<file path="src/design/lstk_pkg.sv">
// Shared types and codes for the keyed-remove LIFO stack.
package lstk_pkg;

  typedef enum logic [1:0] {
    OP_PUSH   = 2'd0,
    OP_POP    = 2'd1,
    OP_SEARCH = 2'd2,
    OP_REMOVE = 2'd3
  } op_kind_e;

  typedef enum logic [1:0] {
    ST_OK        = 2'd0,
    ST_FULL      = 2'd1,
    ST_EMPTY     = 2'd2,
    ST_NOT_FOUND = 2'd3
  } status_e;

  typedef enum logic [1:0] {
    CELL_HOLD      = 2'd0,
    CELL_FROM_PREV = 2'd1,
    CELL_FROM_NEXT = 2'd2
  } cell_cmd_e;

  typedef struct packed {
    cell_cmd_e cmd;
    logic      cmp_en;
  } cell_ctl_t;

  typedef enum logic [2:0] {
    FSM_IDLE   = 3'b001,
    FSM_CMP    = 3'b010,
    FSM_COMMIT = 3'b100
  } fsm_state_e;

endpackage

</file>
<file path="src/design/lstk_cell.sv">
// One stack cell: holds a key, compares it against the broadcast key, shifts to neighbors.
module lstk_cell import lstk_pkg::*; #(
  parameter int unsigned KEY_BITS = 64
) (
  input  logic                clk_i,
  input  cell_ctl_t           ctl_i,
  input  logic [KEY_BITS-1:0] cmp_key_i,
  input  logic [KEY_BITS-1:0] prev_key_i,
  input  logic [KEY_BITS-1:0] next_key_i,
  output logic [KEY_BITS-1:0] key_o,
  output logic                match_o
);

  logic [KEY_BITS-1:0] key_q, key_d;
  logic                match_q;

  always_comb begin
    case (ctl_i.cmd)
      CELL_FROM_PREV: key_d = prev_key_i;
      CELL_FROM_NEXT: key_d = next_key_i;
      default:        key_d = key_q;
    endcase
  end

  always_ff @(posedge clk_i) begin
    key_q <= key_d;
    if (ctl_i.cmp_en) begin
      match_q <= (key_q == cmp_key_i);
    end
  end

  assign key_o   = key_q;
  assign match_o = match_q;

endmodule

</file>
<file path="src/design/lifo_stack_with_keyed_remove.sv">
// Top level of the bounded LIFO key stack with search and keyed remove.
// An item is accepted only while the block is idle. In the next cycle every cell compares its
// key with the request key; in the commit state that follows, the row of cells shifts and the
// result register is loaded, which makes the result item valid. The input becomes ready again
// in the cycle after the commit, so the block takes no new item until the accept, compare and
// commit sequence through the cell row is done.
// The commit waits, and the input stays blocked, for as long as the previous result item is
// still held by a stalled receiver. The top of the stack sits in cell 0; push shifts the row
// away from it, pop and remove shift toward it.
module lifo_stack_with_keyed_remove import lstk_pkg::*; #(
  parameter int unsigned DEPTH    = 8,
  parameter int unsigned KEY_BITS = 64
) (
  input  logic        clk_i,
  input  logic        rst_ni,
  input  logic        in_valid_i,
  output logic        in_ready_o,
  input  logic [1:0]  kind_i,
  input  logic [63:0] key_i,
  output logic        out_valid_o,
  input  logic        out_ready_i,
  output logic [1:0]  status_o,
  output logic [63:0] out_key_o,
  output logic        found_o,
  output logic [3:0]  entries_o,
  output logic        is_full_o,
  output logic        is_empty_o
);

  localparam int unsigned CW   = $clog2(DEPTH + 1);
  localparam int unsigned LVLS = $clog2(DEPTH);

  fsm_state_e state_q, state_d;
  logic [CW-1:0] count_q, count_d;
  logic out_valid_q;
  op_kind_e op_kind_q;
  logic [KEY_BITS-1:0] op_key_q;

  logic [1:0]  status_q;
  logic [63:0] out_key_q;
  logic        found_q;
  logic [CW-1:0] entries_q;

  logic [KEY_BITS-1:0] cell_key [DEPTH];
  logic [DEPTH-1:0]    cell_match;
  cell_ctl_t           cell_ctl [DEPTH];
  logic [DEPTH-1:0]    pfx [LVLS+1];

  logic commit, full, empty, any_hit;
  logic push_go, pop_go, rm_go;
  status_e status_d;
  logic found_d;
  logic [KEY_BITS+63:0] top_ext;
  logic [CW+3:0] entries_ext;

  assign in_ready_o = (state_q == FSM_IDLE);
  assign commit     = (state_q == FSM_COMMIT) && (!out_valid_q || out_ready_i);
  assign full       = (count_q == CW'(DEPTH));
  assign empty      = (count_q == '0);

  // Prefix OR from the top: bit i is set when a live cell at or above i matched.
  genvar gi, gl;
  generate
    for (gi = 0; gi < DEPTH; gi++) begin : g_occ
      assign pfx[0][gi] = cell_match[gi] && (count_q > CW'(gi));
    end
    for (gl = 0; gl < LVLS; gl++) begin : g_lvl
      for (gi = 0; gi < DEPTH; gi++) begin : g_bit
        if (gi >= (1 << gl)) begin : g_or
          assign pfx[gl+1][gi] = pfx[gl][gi] | pfx[gl][gi-(1<<gl)];
        end else begin : g_cp
          assign pfx[gl+1][gi] = pfx[gl][gi];
        end
      end
    end
  endgenerate

  assign any_hit = pfx[LVLS][DEPTH-1];

  always_comb begin
    push_go  = 1'b0;
    pop_go   = 1'b0;
    rm_go    = 1'b0;
    status_d = ST_OK;
    found_d  = 1'b0;
    count_d  = count_q;
    case (op_kind_q)
      OP_PUSH: begin
        if (full) status_d = ST_FULL;
        else begin
          push_go = 1'b1;
          count_d = count_q + CW'(1);
        end
      end
      OP_POP: begin
        if (empty) status_d = ST_EMPTY;
        else begin
          pop_go  = 1'b1;
          count_d = count_q - CW'(1);
        end
      end
      OP_SEARCH: begin
        if (any_hit) found_d = 1'b1;
        else status_d = ST_NOT_FOUND;
      end
      default: begin
        if (empty) status_d = ST_EMPTY;
        else if (!any_hit) status_d = ST_NOT_FOUND;
        else begin
          found_d = 1'b1;
          rm_go   = 1'b1;
          count_d = count_q - CW'(1);
        end
      end
    endcase
  end

  generate
    for (gi = 0; gi < DEPTH; gi++) begin : g_cell
      logic [KEY_BITS-1:0] prev_key, next_key;

      always_comb begin
        cell_ctl[gi].cmp_en = (state_q == FSM_CMP);
        if (commit && push_go) cell_ctl[gi].cmd = CELL_FROM_PREV;
        else if (commit && (pop_go || (rm_go && pfx[LVLS][gi])))
          cell_ctl[gi].cmd = CELL_FROM_NEXT;
        else cell_ctl[gi].cmd = CELL_HOLD;
      end

      if (gi == 0) begin : g_first
        assign prev_key = op_key_q;
      end else begin : g_mid_p
        assign prev_key = cell_key[gi-1];
      end
      if (gi == DEPTH - 1) begin : g_last
        assign next_key = cell_key[gi];
      end else begin : g_mid_n
        assign next_key = cell_key[gi+1];
      end

      lstk_cell #(.KEY_BITS(KEY_BITS)) u_cell (
        .clk_i      (clk_i),
        .ctl_i      (cell_ctl[gi]),
        .cmp_key_i  (op_key_q),
        .prev_key_i (prev_key),
        .next_key_i (next_key),
        .key_o      (cell_key[gi]),
        .match_o    (cell_match[gi])
      );
    end
  endgenerate

  assign top_ext = {64'd0, cell_key[0]};

  always_comb begin
    state_d = state_q;
    case (state_q)
      FSM_IDLE:   if (in_valid_i) state_d = FSM_CMP;
      FSM_CMP:    state_d = FSM_COMMIT;
      FSM_COMMIT: if (commit) state_d = FSM_IDLE;
      default:    state_d = FSM_IDLE;
    endcase
  end

  always_ff @(posedge clk_i or negedge rst_ni) begin
    if (!rst_ni) begin
      state_q     <= FSM_IDLE;
      count_q     <= '0;
      out_valid_q <= 1'b0;
    end else begin
      state_q <= state_d;
      if (commit) begin
        count_q     <= count_d;
        out_valid_q <= 1'b1;
      end else if (out_ready_i) begin
        out_valid_q <= 1'b0;
      end
    end
  end

  always_ff @(posedge clk_i) begin
    if (in_valid_i && in_ready_o) begin
      op_kind_q <= op_kind_e'(kind_i);
      op_key_q  <= key_i[KEY_BITS-1:0];
    end
    if (commit) begin
      status_q  <= status_d;
      out_key_q <= pop_go ? top_ext[63:0] : 64'd0;
      found_q   <= found_d;
      entries_q <= count_d;
    end
  end

  assign entries_ext = {4'd0, entries_q};

  assign out_valid_o = out_valid_q;
  assign status_o    = status_q;
  assign out_key_o   = out_key_q;
  assign found_o     = found_q;
  assign entries_o   = entries_ext[3:0];
  assign is_full_o   = (entries_q == CW'(DEPTH));
  assign is_empty_o  = (entries_q == '0);

endmodule

</file>
<file path="config.mk">
export PLATFORM = sky130hd
export DESIGN_NAME = lifo_stack_with_keyed_remove
export DESIGN_NICKNAME = d
export VERILOG_FILES = /design/src/design/lstk_pkg.sv /design/src/design/lstk_cell.sv /design/src/design/lifo_stack_with_keyed_remove.sv
export SDC_FILE = /design/constraint.sdc
export NUM_CORES = 1
export LEC_CHECK = 0
export ABC_AREA = 1
export BUFFER_PORTS_ARGS = -buffer_cell sky130_fd_sc_hd__buf_2
export CAP_MARGIN = 20
export CORE_MARGIN = 10
export CORE_UTILIZATION = 35
export DETAILED_ROUTE_END_ITERATION = 7
export PLACE_DENSITY = 0.51
export SYNTH_ARGS = -nofsm -noshare
export SYNTH_HDL_FRONTEND = slang
export SYNTH_SLANG_ARGS = --single-unit
</file>
<file path="constraint.sdc">
create_clock -name clk_i -period 14.4 [get_ports clk_i]
set_clock_uncertainty 0.1 [all_clocks]
set_input_delay 0 -clock clk_i [delete_from_list [all_inputs] [get_ports clk_i]]
set_output_delay 0 -clock clk_i [all_outputs]
set_load 0.02 [all_outputs]
</file>
Yosys cells after proc, flatten, opt, wreduce, memory -nomap -nowiden
Cells that the tools add are included.

$add $sub $neg: 2. $mul: 0. Div/mod/pow operators: 0. $lt $le $gt $ge: 8. Equal/unequal tests: 32. Shift-type cells: 0. Mux-type cells: 46. Bitwise gates (word level): 17. Reductions and logical operators: 51.

Operators with widths (number): 64-bit case mux with 2 select lines (7); 64-bit == test (8); 2-bit 2-to-1 mux (19); 1-bit logical AND (27); 2-bit by 1-bit == test with 1-bit output, second input constant (9); 1-bit OR (17); 2-bit == test, second input constant (8); 4-bit by 3-bit greater-than comparator with 1-bit output, second input constant (4); 4-bit 2-to-1 mux (4); 2-bit nonzero test (8); 4-bit case mux with 3 select lines (1); 1-bit 2-to-1 mux (10); 1-bit logical OR (9); 3-bit case mux with 3 select lines (1); 4-bit == test, second input constant (2); 4-bit by 1-bit greater-than comparator with 1-bit output, second input constant (2); 4-bit by 2-bit greater-than comparator with 1-bit output, second input constant (2); 4-bit logical NOT (2); 3-bit 2-to-1 mux (2); 2-bit case mux with 3 select lines (1); 4-bit by 1-bit adder with 4-bit output, second input constant (1); 2-bit != test, second input constant (2); 4-bit by 1-bit subtractor with 4-bit output, second input constant (1); 3-bit by 1-bit == test with 1-bit output, second input constant (1); other kinds (8) (8).

Flip-flop bits (word level): 665. Latch bits: 0. RAM bits: 0. Bits in read-only memories: 0. Bits of input ports: 70. Output and inout bits: 75. Logic and storage cells: 181. Memories: 0.

Logic depth before layout (Yosys ltp)
Gate-level depths: netlist of run 1.

Depth after elaboration: 15. Gate-level depth with buffers: 17. Depth with buffers taken out: 15.

Modules after synthesis
A second synthesis of run 1 with hierarchy kept.

Cells, all modules: 2884. Area, all modules: 37196.9 sq um.

Modules (own cells, without submodules): lstk_cell (times used 8, cells an instance 306, area each 3946.3 sq um, sequential area each 1951.9 sq um); lifo_stack_with_keyed_remove (times used 1, cells an instance 436, area each 5626.6 sq um, sequential area each 4315.4 sq um).

Worst setup path before layout of run 1
No wires, ideal clock.

Path type: reg2reg. Start point: register state_q[1]. End point: register g_cell[0].u_cell.key_q[0], enable pin. Setup time: 424 ps. Data arrival time: 5961 ps. Data required time: 13876 ps. Setup slack: 7915 ps. Stages on the path, launching flop included: 9. Path buffers: 1. Clock period less this slack: 6485 ps. Cells stage by stage: dfrtp_1 nor3_1 inv_1 nor2_4 buf_2 inv_1 nor2_1 inv_1 nand2_1.

Word-level cells in the longest chain between the ends: 7. Elaborated cells between the ends (all ways): 9. Those cells by class: 3 x eq/ne; 2 x mux; 4 x reduce/logical.

Ends and longest elaborated chain: start, declared (line lifo_stack_with_keyed_remove.sv:33) `fsm_state_e state_q, state_d;`; start signal, assigned (line lifo_stack_with_keyed_remove.sv:171) `state_q <= state_d;`; 3-bit == test * (line lifo_stack_with_keyed_remove.sv:57) `assign commit = (state_q == FSM_COMMIT) && (!out_valid_q || out_ready_i);`; 1-bit logical AND * (line lifo_stack_with_keyed_remove.sv:57); 1-bit logical AND (line lifo_stack_with_keyed_remove.sv:125) `else if (commit && (pop_go || (rm_go && pfx[LVLS][gi])))`; 2-bit 2-to-1 mux (line lifo_stack_with_keyed_remove.sv:125); 2-bit 2-to-1 mux * (line lifo_stack_with_keyed_remove.sv:124) `if (commit && push_go) cell_ctl[gi].cmd = CELL_FROM_PREV;`; 2-bit by 1-bit == test with 1-bit output or 2-bit == test (tied branches) (line lstk_cell.sv:18) `case (ctl_i.cmd)`; 2-bit nonzero test (no line) *; end signal, assigned (line lstk_cell.sv:26) `key_q <= key_d;`; end, declared (line lstk_cell.sv:14) `logic [KEY_BITS-1:0] key_q, key_d;`.

Mark *: on every way between the ends. The rest lies on a longest branch, timed or not. A chain may end at the register's enable or synchronous reset.

Final worst setup path of run 1
Start point: register count_q[1]. End point: register g_cell[3].u_cell.key_q[30], enable pin.

Word-level cells in the longest chain between the ends: 15. Elaborated cells between the ends (all ways): 41. Those cells by class: 8 x order compare; 3 x eq/ne; 9 x mux; 7 x bitwise; 14 x reduce/logical.

Ends and longest elaborated chain: start, declared (line lifo_stack_with_keyed_remove.sv:34) `logic [CW-1:0] count_q, count_d;`; start signal, assigned (line lifo_stack_with_keyed_remove.sv:173) `count_q <= count_d;`; 4-bit by 3-bit greater-than comparator with 1-bit output (tied with other cells) (line lifo_stack_with_keyed_remove.sv:65) `assign pfx[0][gi] = cell_match[gi] && (count_q > CW'(gi));`; 1-bit logical AND (line lifo_stack_with_keyed_remove.sv:65); 1-bit OR (3 in series) (line lifo_stack_with_keyed_remove.sv:70) `assign pfx[gl+1][gi] = pfx[gl][gi] | pfx[gl][gi-(1<<gl)];`; 1-bit 2-to-1 mux (line lifo_stack_with_keyed_remove.sv:108) `else if (!any_hit) status_d = ST_NOT_FOUND;`; 1-bit 2-to-1 mux (line lifo_stack_with_keyed_remove.sv:107) `if (empty) status_d = ST_EMPTY;`; 1-bit 2-to-1 mux (line lifo_stack_with_keyed_remove.sv:87) `case (op_kind_q)`; 1-bit logical AND (line lifo_stack_with_keyed_remove.sv:125); 1-bit logical OR (line lifo_stack_with_keyed_remove.sv:125); 1-bit logical AND (line lifo_stack_with_keyed_remove.sv:125); 2-bit 2-to-1 mux (line lifo_stack_with_keyed_remove.sv:125); 2-bit 2-to-1 mux * (line lifo_stack_with_keyed_remove.sv:124); 2-bit by 1-bit == test with 1-bit output or 2-bit == test (tied branches) (line lstk_cell.sv:18); 2-bit nonzero test (no line) *; end signal, assigned (line lstk_cell.sv:26); end, declared (line lstk_cell.sv:14).

Marks and branches as above.

==> results of run 1 <==
-- cell usage in the layout (no fill, tap or decap), types with 3 or more instances in the layout --
| master | netlist | final |
|---|---|---|
| bufinv_16 | 0 | 4 |
| nor4_1 | 7 | 7 |
| buf_4 | 15 | 16 |
| xnor2_1 | 167 | 167 |
| nand2_1 | 1179 | 1167 |
| nand3_1 | 474 | 474 |
| nor2_4 | 4 | 6 |
| xor2_1 | 219 | 219 |
| or2_2 | 52 | 52 |
| clkbuf_16 | 0 | 83 |
| buf_2 | 37 | 144 |
| nor3_1 | 98 | 98 |
| o22ai_1 | 4 | 4 |
| clkinv_2 | 0 | 7 |
| clkbuf_1 | 117 | 20 |
| edfxtp_1 | 657 | 657 |
| nor2_1 | 143 | 141 |
| nand2_2 | 11 | 10 |
| inv_6 | 0 | 3 |
| ha_1 | 4 | 4 |
| o21ai_0 | 65 | 65 |
| dlygate4sd3_1 | 0 | 135 |
| clkinv_1 | 0 | 19 |
| nand2_4 | 2 | 15 |
| dfrtp_1 | 7 | 7 |
| a211oi_1 | 9 | 9 |
| inv_1 | 191 | 191 |
| nand4_1 | 41 | 41 |
| and2_1 | 4 | 4 |
-- flip-flops by register name, summed over array words and instances, names as in the netlist --
name                   cells
count_q                    4
entries_o                  4
status_o                   2
out_key_o                 64
g_cell.u_cell.key_o      512
g_cell.u_cell.match_o      8
g_cell.prev_key           64
found_o                    1
op_kind_q                  2
state_q                    3
out_valid_o                1
-- kinds of logic (layout without fill, tap and decap cells) --
group,count (synthesis),in the layout,synth area share
adders and majority gates,4,4,0.00146
AOI/OAI and AO/OA,83,83,0.0131
and+or+nand+nor,2018,2018,0.252
buffers and inverters,402,629,0.0517
xor gates and xnor gates,386,386,0.0988
DFF,665,665,0.582
-- area by class of cell --
| class | count | share of cell area |
|---|---|---|
| Sequential cell | 665 | 0.504 |
| Multi-Input combinational cell | 2491 | 0.319 |
| Timing Repair Buffer | 298 | 0.0571 |
| Clock buffer | 105 | 0.0551 |
| Tap cell | 1276 | 0.0403 |
| Inverter | 192 | 0.0182 |
| Clock inverter | 34 | 0.00661 |
-- stage by stage --
step / instances / cell area [um2] / total power, mW / hold slack, ns / util
2_1_floorplan: 3558 / 34200 / 3.34 / -0.396 / -
4_1_cts: 5060 / 39600 / 5.73 / 0.00196 / 0.408
5_1_grt: 5061 / 39600 / 5.96 / 0.0314 / 0.409
3_3_place_gp: 4786 / 35800 / 3.74 / -0.246 / 0.369
3_5_place_dp: 4786 / 35800 / 3.75 / -0.242 / 0.369
6_report: 5061 / 39600 / 5.68 / 0.0211 / 0.409
-- worst max path at each step --
stage	slack, ns	cells after the start	endpoint	startpoint
after floorplan	7.91	8	g_cell[0].u_cell.key_o[0]	state_q[1]
after global placement	9.38	7	g_cell[3].u_cell.key_o[35]	count_q[1]
after detailed placement	9.41	7	g_cell[3].u_cell.key_o[30]	count_q[1]
after CTS	9.40	7	g_cell[3].u_cell.key_o[29]	count_q[1]
after global routing	9.01	7	g_cell[3].u_cell.key_o[30]	count_q[1]
final	9.39	7	g_cell[3].u_cell.key_o[30]	count_q[1]
-- cells in the mapped netlist (41+ instances only) --
master	instances
inv_1	191
nand3_1	474
nor3_1	98
or2_2	52
o21ai_0	65
nor2_1	143
nand4_1	41
clkbuf_1	117
edfxtp_1	657
xnor2_1	167
nand2_1	1179
xor2_1	219
-- power groups by stage --
stage / Sequential [mW] / Combinational [mW] / Clock, mW
2_1_floorplan: 2.45 / 0.889 / 0
3_3_place_gp: 2.61 / 1.14 / 0
3_5_place_dp: 2.60 / 1.14 / 0
4_1_cts: 2.57 / 1.18 / 1.99
5_1_grt: 2.59 / 1.30 / 2.06
6_report: 2.57 / 1.17 / 1.94
-- layer usage --
layer  vias up  track usage
met1     12200        0.262
met4         0       0.0463
li1      12200            -
met5         -            0
met2       712        0.279
met3       105       0.0284
-- worst register-to-register path, stage by stage (launching register included) --
cell and delay, ns:
dfrtp_1 0.47, inv_1 0.15, ha_1 0.26, nand2_2 0.16, nand2_4 0.75, nand2_4 0.70, nand2_4 1.03, nand2_4 0.84
==> summary.md, run 1 <==
| Metric | Value |
|---|---|
| Outcome | `finished clean` |
| Post-Syn Nets | `3632` |
| Yosys top cell area share | `0.577` |
| Crit-path max cell delay | `1.01 ns` |
| Vias per cell | `4.97` |
| Top cell family by delay on the critical path | `simple AND/OR/NAND/NOR gates` |
| CP Capture Type | `flip-flop` |
| Row count | `114` |
| Max Buffers Root-to-Sink | `3` |
| Fillers | `9535` |
| Via count | `25200` |
| Cell internal pwr | `3.82 mW` |
| Setup TNS Final | `0 ns` |
| Remaining DRCs | `0` |
| Slew @ Worst Pin | `1.12 ns` |
| Startpoint Class | `flip-flop` |
| Hold_sp | `key_i[53]` |
| Highest routed layer | `met4` |
| Grt ovf | `0` |
| Number of gates resized after CTS | `0` |
| Core box area | `96900 um2` |
| WS Path Type | `reg2reg` |
| WP data required | `14.42 ns` |
| Unrepaired setup endpoints after global routing | `false` |
| Final WL | `103000 um` |
| Pre-CTS setup slack | `9.41 ns` |
| ANT nets after route | `0` |
| Number of setup buffers added after CTS | `0` |
| Share of cells above drive strength 1 | `0.0925` |
| CP Cell Sequence | `inv_1 -> ha_1 -> nand2_2 -> nand2_4 -> nand2_4 -> nand2_4 -> nand2_4` |
| RePlAce Congestion | `0.825` |
| Crit-path slowest cell | `nand2_4` |
| CTS tree | `built` |
| Sequential share of the synthesized area | `0.582` |
| Hold path cells | `2` |
| Min-delay worst type | `in2reg` |
| CTS clock-pin slew for the worst setup and hold paths | `0.06 ns` |
| Dominant synthesized flop cell | `edfxtp_1` |
| Static Leak | `15.8 nW` |
| Reg2Reg Depth | `7` |
| Crit Path Max Fanout | `75` |
| Reg2reg setup slack | `9.39 ns` |
| CTS Root Cell | `clkbuf_16` |
| Worst path arrival time | `5.02 ns` |
| Die area | `111000 um2` |
| Post-route setup slack | `9.39 ns` |
| Port buffer count | `144` |
| Number of global-route vias before repair | `24800` |
| Most common cell on crit path | `nand2_4` |
| Worst r2r src | `count_q[1]` |
| Die W | `333 um` |
| H-tree depth reported by CTS | `3` |
| Final period utilization | `0.348` |
| Synthesis warning total | `0` |
| FFs w/ async S/R, synth | `0.0120` |
| Post-synth top area cell | `edfxtp_1` |
| Clock sinks | `665` |
| Sw Pwr | `1.86 mW` |
| Hold buffers post-CTS | `135` |
| Clock Power Share | `0.342` |
| Synth area leaders | `edfxtp_1 (58%), nand2_1 (13%), nand3_1 (6.9%)` |
| Syn avg cell area | `9.62 um2` |
| Gr usage total | `0.181` |
| DRT met1 WL | `49200 um` |
| Cell Area, Synth | `34200 um2` |
| CTS buffer count | `79` |
| Final Max Slew Viols | `0` |
| Comb pwr share | `0.206` |
| Ant diodes | `0` |
| PD cells | `144 nW/um2` |
| Max_slew headroom | `0.254` |
| Sw Ratio | `0.328` |
| Initial antenna violation count | `2` |
| Max Cap Viol | `0` |
| Layout area overhead | `15.7%` |
| Die Height | `333 um` |
| 1st-iter DRT viols | `2117` |
| Max Clock Freq | `200 MHz` |
| Post-synth EDFFs | `657` |
| Seq pwr share | `0.452` |
| Synth cell types | `33` |
| Worst Hold End | `g_cell[0].prev_key[53]` |
| Largest net degree at the start of global routing | `171` |
| Met3 Wirelength | `6100 um` |
| Hpwl dp | `67300 um` |
| R2r endpoint | `g_cell[3].u_cell.key_o[30]` |
| Area of the multi-input gates | `12600 um2` |
| FF+latch count, synth | `665` |
| CP bufs+invs | `1` |
| Initial core utilization | `0.353` |
| WL/cell | `20.3 um` |
| Final nets | `3801` |
| VDD IR-drop max | `0.000111 V` |
| Reg area | `19900 um2` |
| Drt pass-1 iters | `5` |
| Fin crit period | `5.01 ns` |
| Final Hold Fails | `0` |
| Number of instances in the synthesized netlist | `3558` |
| Met2 WL | `45500 um` |
| Clk Latency, worst-skew pair | `0.64 ns` |
| First-pass GRT wire length | `156000 um` |
| Boundary pin count | `145` |
| Setup-failing EPs final | `0` |
Power figures use the tool's default switching activity.
==> inputs of run 2 (changes only) <==
==> constraint.sdc (replaced) <==
create_clock -name clk_i -period 4.94 [get_ports clk_i]
set_clock_uncertainty 0.1 [all_clocks]
set_input_delay 0 -clock clk_i [delete_from_list [all_inputs] [get_ports clk_i]]
set_output_delay 0 -clock clk_i [all_outputs]
set_load 0.02 [all_outputs]
==> summary.md, run 2 (same netlist as run 1, synthesis figures left out) <==
| Metric | Value |
|---|---|
| Max_slew headroom | `0.286 (+0.0323)` |
| Tot Pwr | `16.7 mW (+190%)` |
| Final Hold Fails | `0 (unchanged)` |
| Grt ovf | `0 (unchanged)` |
| Gr usage total | `0.180 (-0.00119)` |
| Cell area after placement | `35900 um2 (+0.30%)` |
| CTS buffer count | `80 (+1.3%)` |
| Die area | `111000 um2 (unchanged)` |
| Slew @ Worst Pin | `1.07 ns (-0.0484 ns)` |
| Fin crit period | `3.59 ns (-1.41 ns)` |
| Port buffer count | `144 (unchanged)` |
| 1st-iter DRT viols | `2253 (+6.4%)` |
| Crit path to | `g_cell[2].u_cell.key_o[29]` |
| Hold_sp | `key_i[33]` |
| Die Height | `333 um (unchanged)` |
| Hold path cells | `2 (unchanged)` |
| Boundary pin count | `145 (unchanged)` |
| Remaining DRCs | `0 (unchanged)` |
| Most frequent cells in the layout | `nand2_1 (1167), edfxtp_1 (657), nand3_1 (474), xor2_1 (219), inv_1 (191)` |
| Number of gates resized after CTS | `0 (unchanged)` |
| Commonest non-fill, non-tap cell in the layout | `nand2_1` |
| Static Leak | `15.9 nW (+0.47%)` |
| VDD IR-drop max | `0.000398 V (+260%)` |
| Worst path arrival time | `3.63 ns (-1.39 ns)` |
| Final nets | `3813 (+0.32%)` |
| Via count | `25100 (-0.18%)` |
| Unrepaired setup endpoints after global routing | `false` |
| Final period utilization | `0.728 (+0.380)` |
| Outcome | `finished clean` |
| WS Path Type | `reg2reg` |
| WL/cell | `20.2 um (-0.76%)` |
| Pre-CTS setup slack | `1.36 ns (-8.06 ns)` |
| Clock sinks | `665 (unchanged)` |
| WP data required | `4.97 ns (-9.45 ns)` |
| Layout Utilization | `0.410 (+0.00165)` |
| Layout area overhead | `16.1%` |
| Share of cells above drive strength 1 | `0.0956 (+0.00308)` |
| Crit Path Max Fanout | `64 (-15%)` |
| Setup TNS Final | `0 ns (unchanged)` |
| First-pass GRT wire length | `156000 um (about the same)` |
| Clk Latency, worst-skew pair | `0.64 ns (about the same)` |
| Initial core utilization | `0.353 (unchanged)` |
| Number of global-route vias before repair | `25400 (+2.4%)` |
| Max Clock Freq | `278 MHz (+39%)` |
| Worst setup path start | `count_q[1]` |
| R2r endpoint | `g_cell[2].u_cell.key_o[29]` |
| CTS clock-pin slew for the worst setup and hold paths | `0.06 ns (about the same)` |
| Max reg flops | `512 (unchanged)` |
| Ant diodes | `0 (unchanged)` |
| PD cells | `420 nW/um2 (+190%)` |
| Post-layout instance area | `39700 um2 (+0.40%)` |
| Final Max Slew Viols | `0 (unchanged)` |
| Max Cap Viol | `0 (unchanged)` |
| Min-delay worst type | `in2reg` |
| Die W | `333 um (unchanged)` |
| Setup-failing EPs final | `0 (unchanged)` |
| Reg2reg setup slack | `1.35 ns (-8.05 ns)` |
| Post-route setup slack | `1.35 ns (-8.05 ns)` |
| Reg2Reg Depth | `13 (+6)` |
| CTS Root Cell | `clkbuf_16` |
| RePlAce Congestion | `0.823 (-0.17%)` |
| Hpwl dp | `66800 um (-0.73%)` |
| Final WL | `102000 um (-0.48%)` |
| Drt pass-1 iters | `5 (unchanged)` |
| Worst r2r src | `count_q[1]` |
| Startpoint Class | `flip-flop` |
| Row count | `114 (unchanged)` |
| CP Capture Type | `flip-flop` |
| Vias per cell | `4.95 (-0.46%)` |
| Core box area | `96900 um2 (unchanged)` |
| Max Buffers Root-to-Sink | `3 (unchanged)` |
| H-tree depth reported by CTS | `3 (unchanged)` |
| Largest net degree at the start of global routing | `159 (-7.0%)` |
| ANT nets after route | `0 (unchanged)` |
| Initial antenna violation count | `1 (-1)` |
| CTS tree | `built` |
-- run 2: area by class of cell --
class	instances	area (um2)
fillers	9519	57100
repair buffers	309	2360
clock inverters	35	282
inverters	192	721
multi-input cells	2491	12600
clock buffers	107	2220
flip-flops and latches	665	19900
well taps	1276	1600
-- run 2: power by group --
| part | leakage, nW | switching, mW | internal (mW) | total [mW] |
|---|---|---|---|---|
| Combinational | 8.62 | 2.40 | 1.06 | 3.46 |
| Sequential | 6.05 | 0.668 | 6.79 | 7.46 |
| Clock | 1.22 | 2.41 | 3.36 | 5.76 |
| Total | 15.9 | 5.48 | 11.2 | 16.7 |
-- run 2: how the worst min path moves through the flow --
stage	to
global placement	out_valid_o
detailed placement	out_valid_o
CTS	g_cell[0].prev_key[33]
floorplan	count_q[0]
global route	g_cell[0].prev_key[33]
finish	g_cell[0].prev_key[33]
-- run 2: per-stage QoR --
stage / hold slack (ns) / std cells
floorplan: -0.396 / 3558
global placement: -0.249 / 4796
detailed placement: -0.247 / 4796
CTS: 0.0282 / 5075
global route: 0.0586 / 5075
finish: 0.0342 / 5075
-- run 2: worst max-delay path: stages (launching register included) --
cell and delay (ns):
dfrtp_1 0.45, inv_1 0.15, ha_1 0.26, inv_1 0.06, nand2_1 0.07, nand2_1 0.05
nand2_1 0.10, nand2_1 0.06, nor2_1 0.17, nand2_2 0.20, nand3_1 0.14, nand2_2 0.08
nand2_4 0.42, nand2_4 0.69
-- run 2: timing repair --
| action | 4_1_cts | 5_1_grt |
|---|---|---|
| endpoints found under the hold margin | 83 | 0 |
| setup buffers | 0 | 0 |
| hold buffers | 137 | 0 |
-- run 2: routing by layer --
metal  vias to the layer above  global-route usage  share of wire
li1                      12200                   -              -
met1                     12100               0.250           0.46
met2                       704               0.284           0.45
met3                       108              0.0351          0.067
met4                         0              0.0476          0.019
met5                         -                   0              0
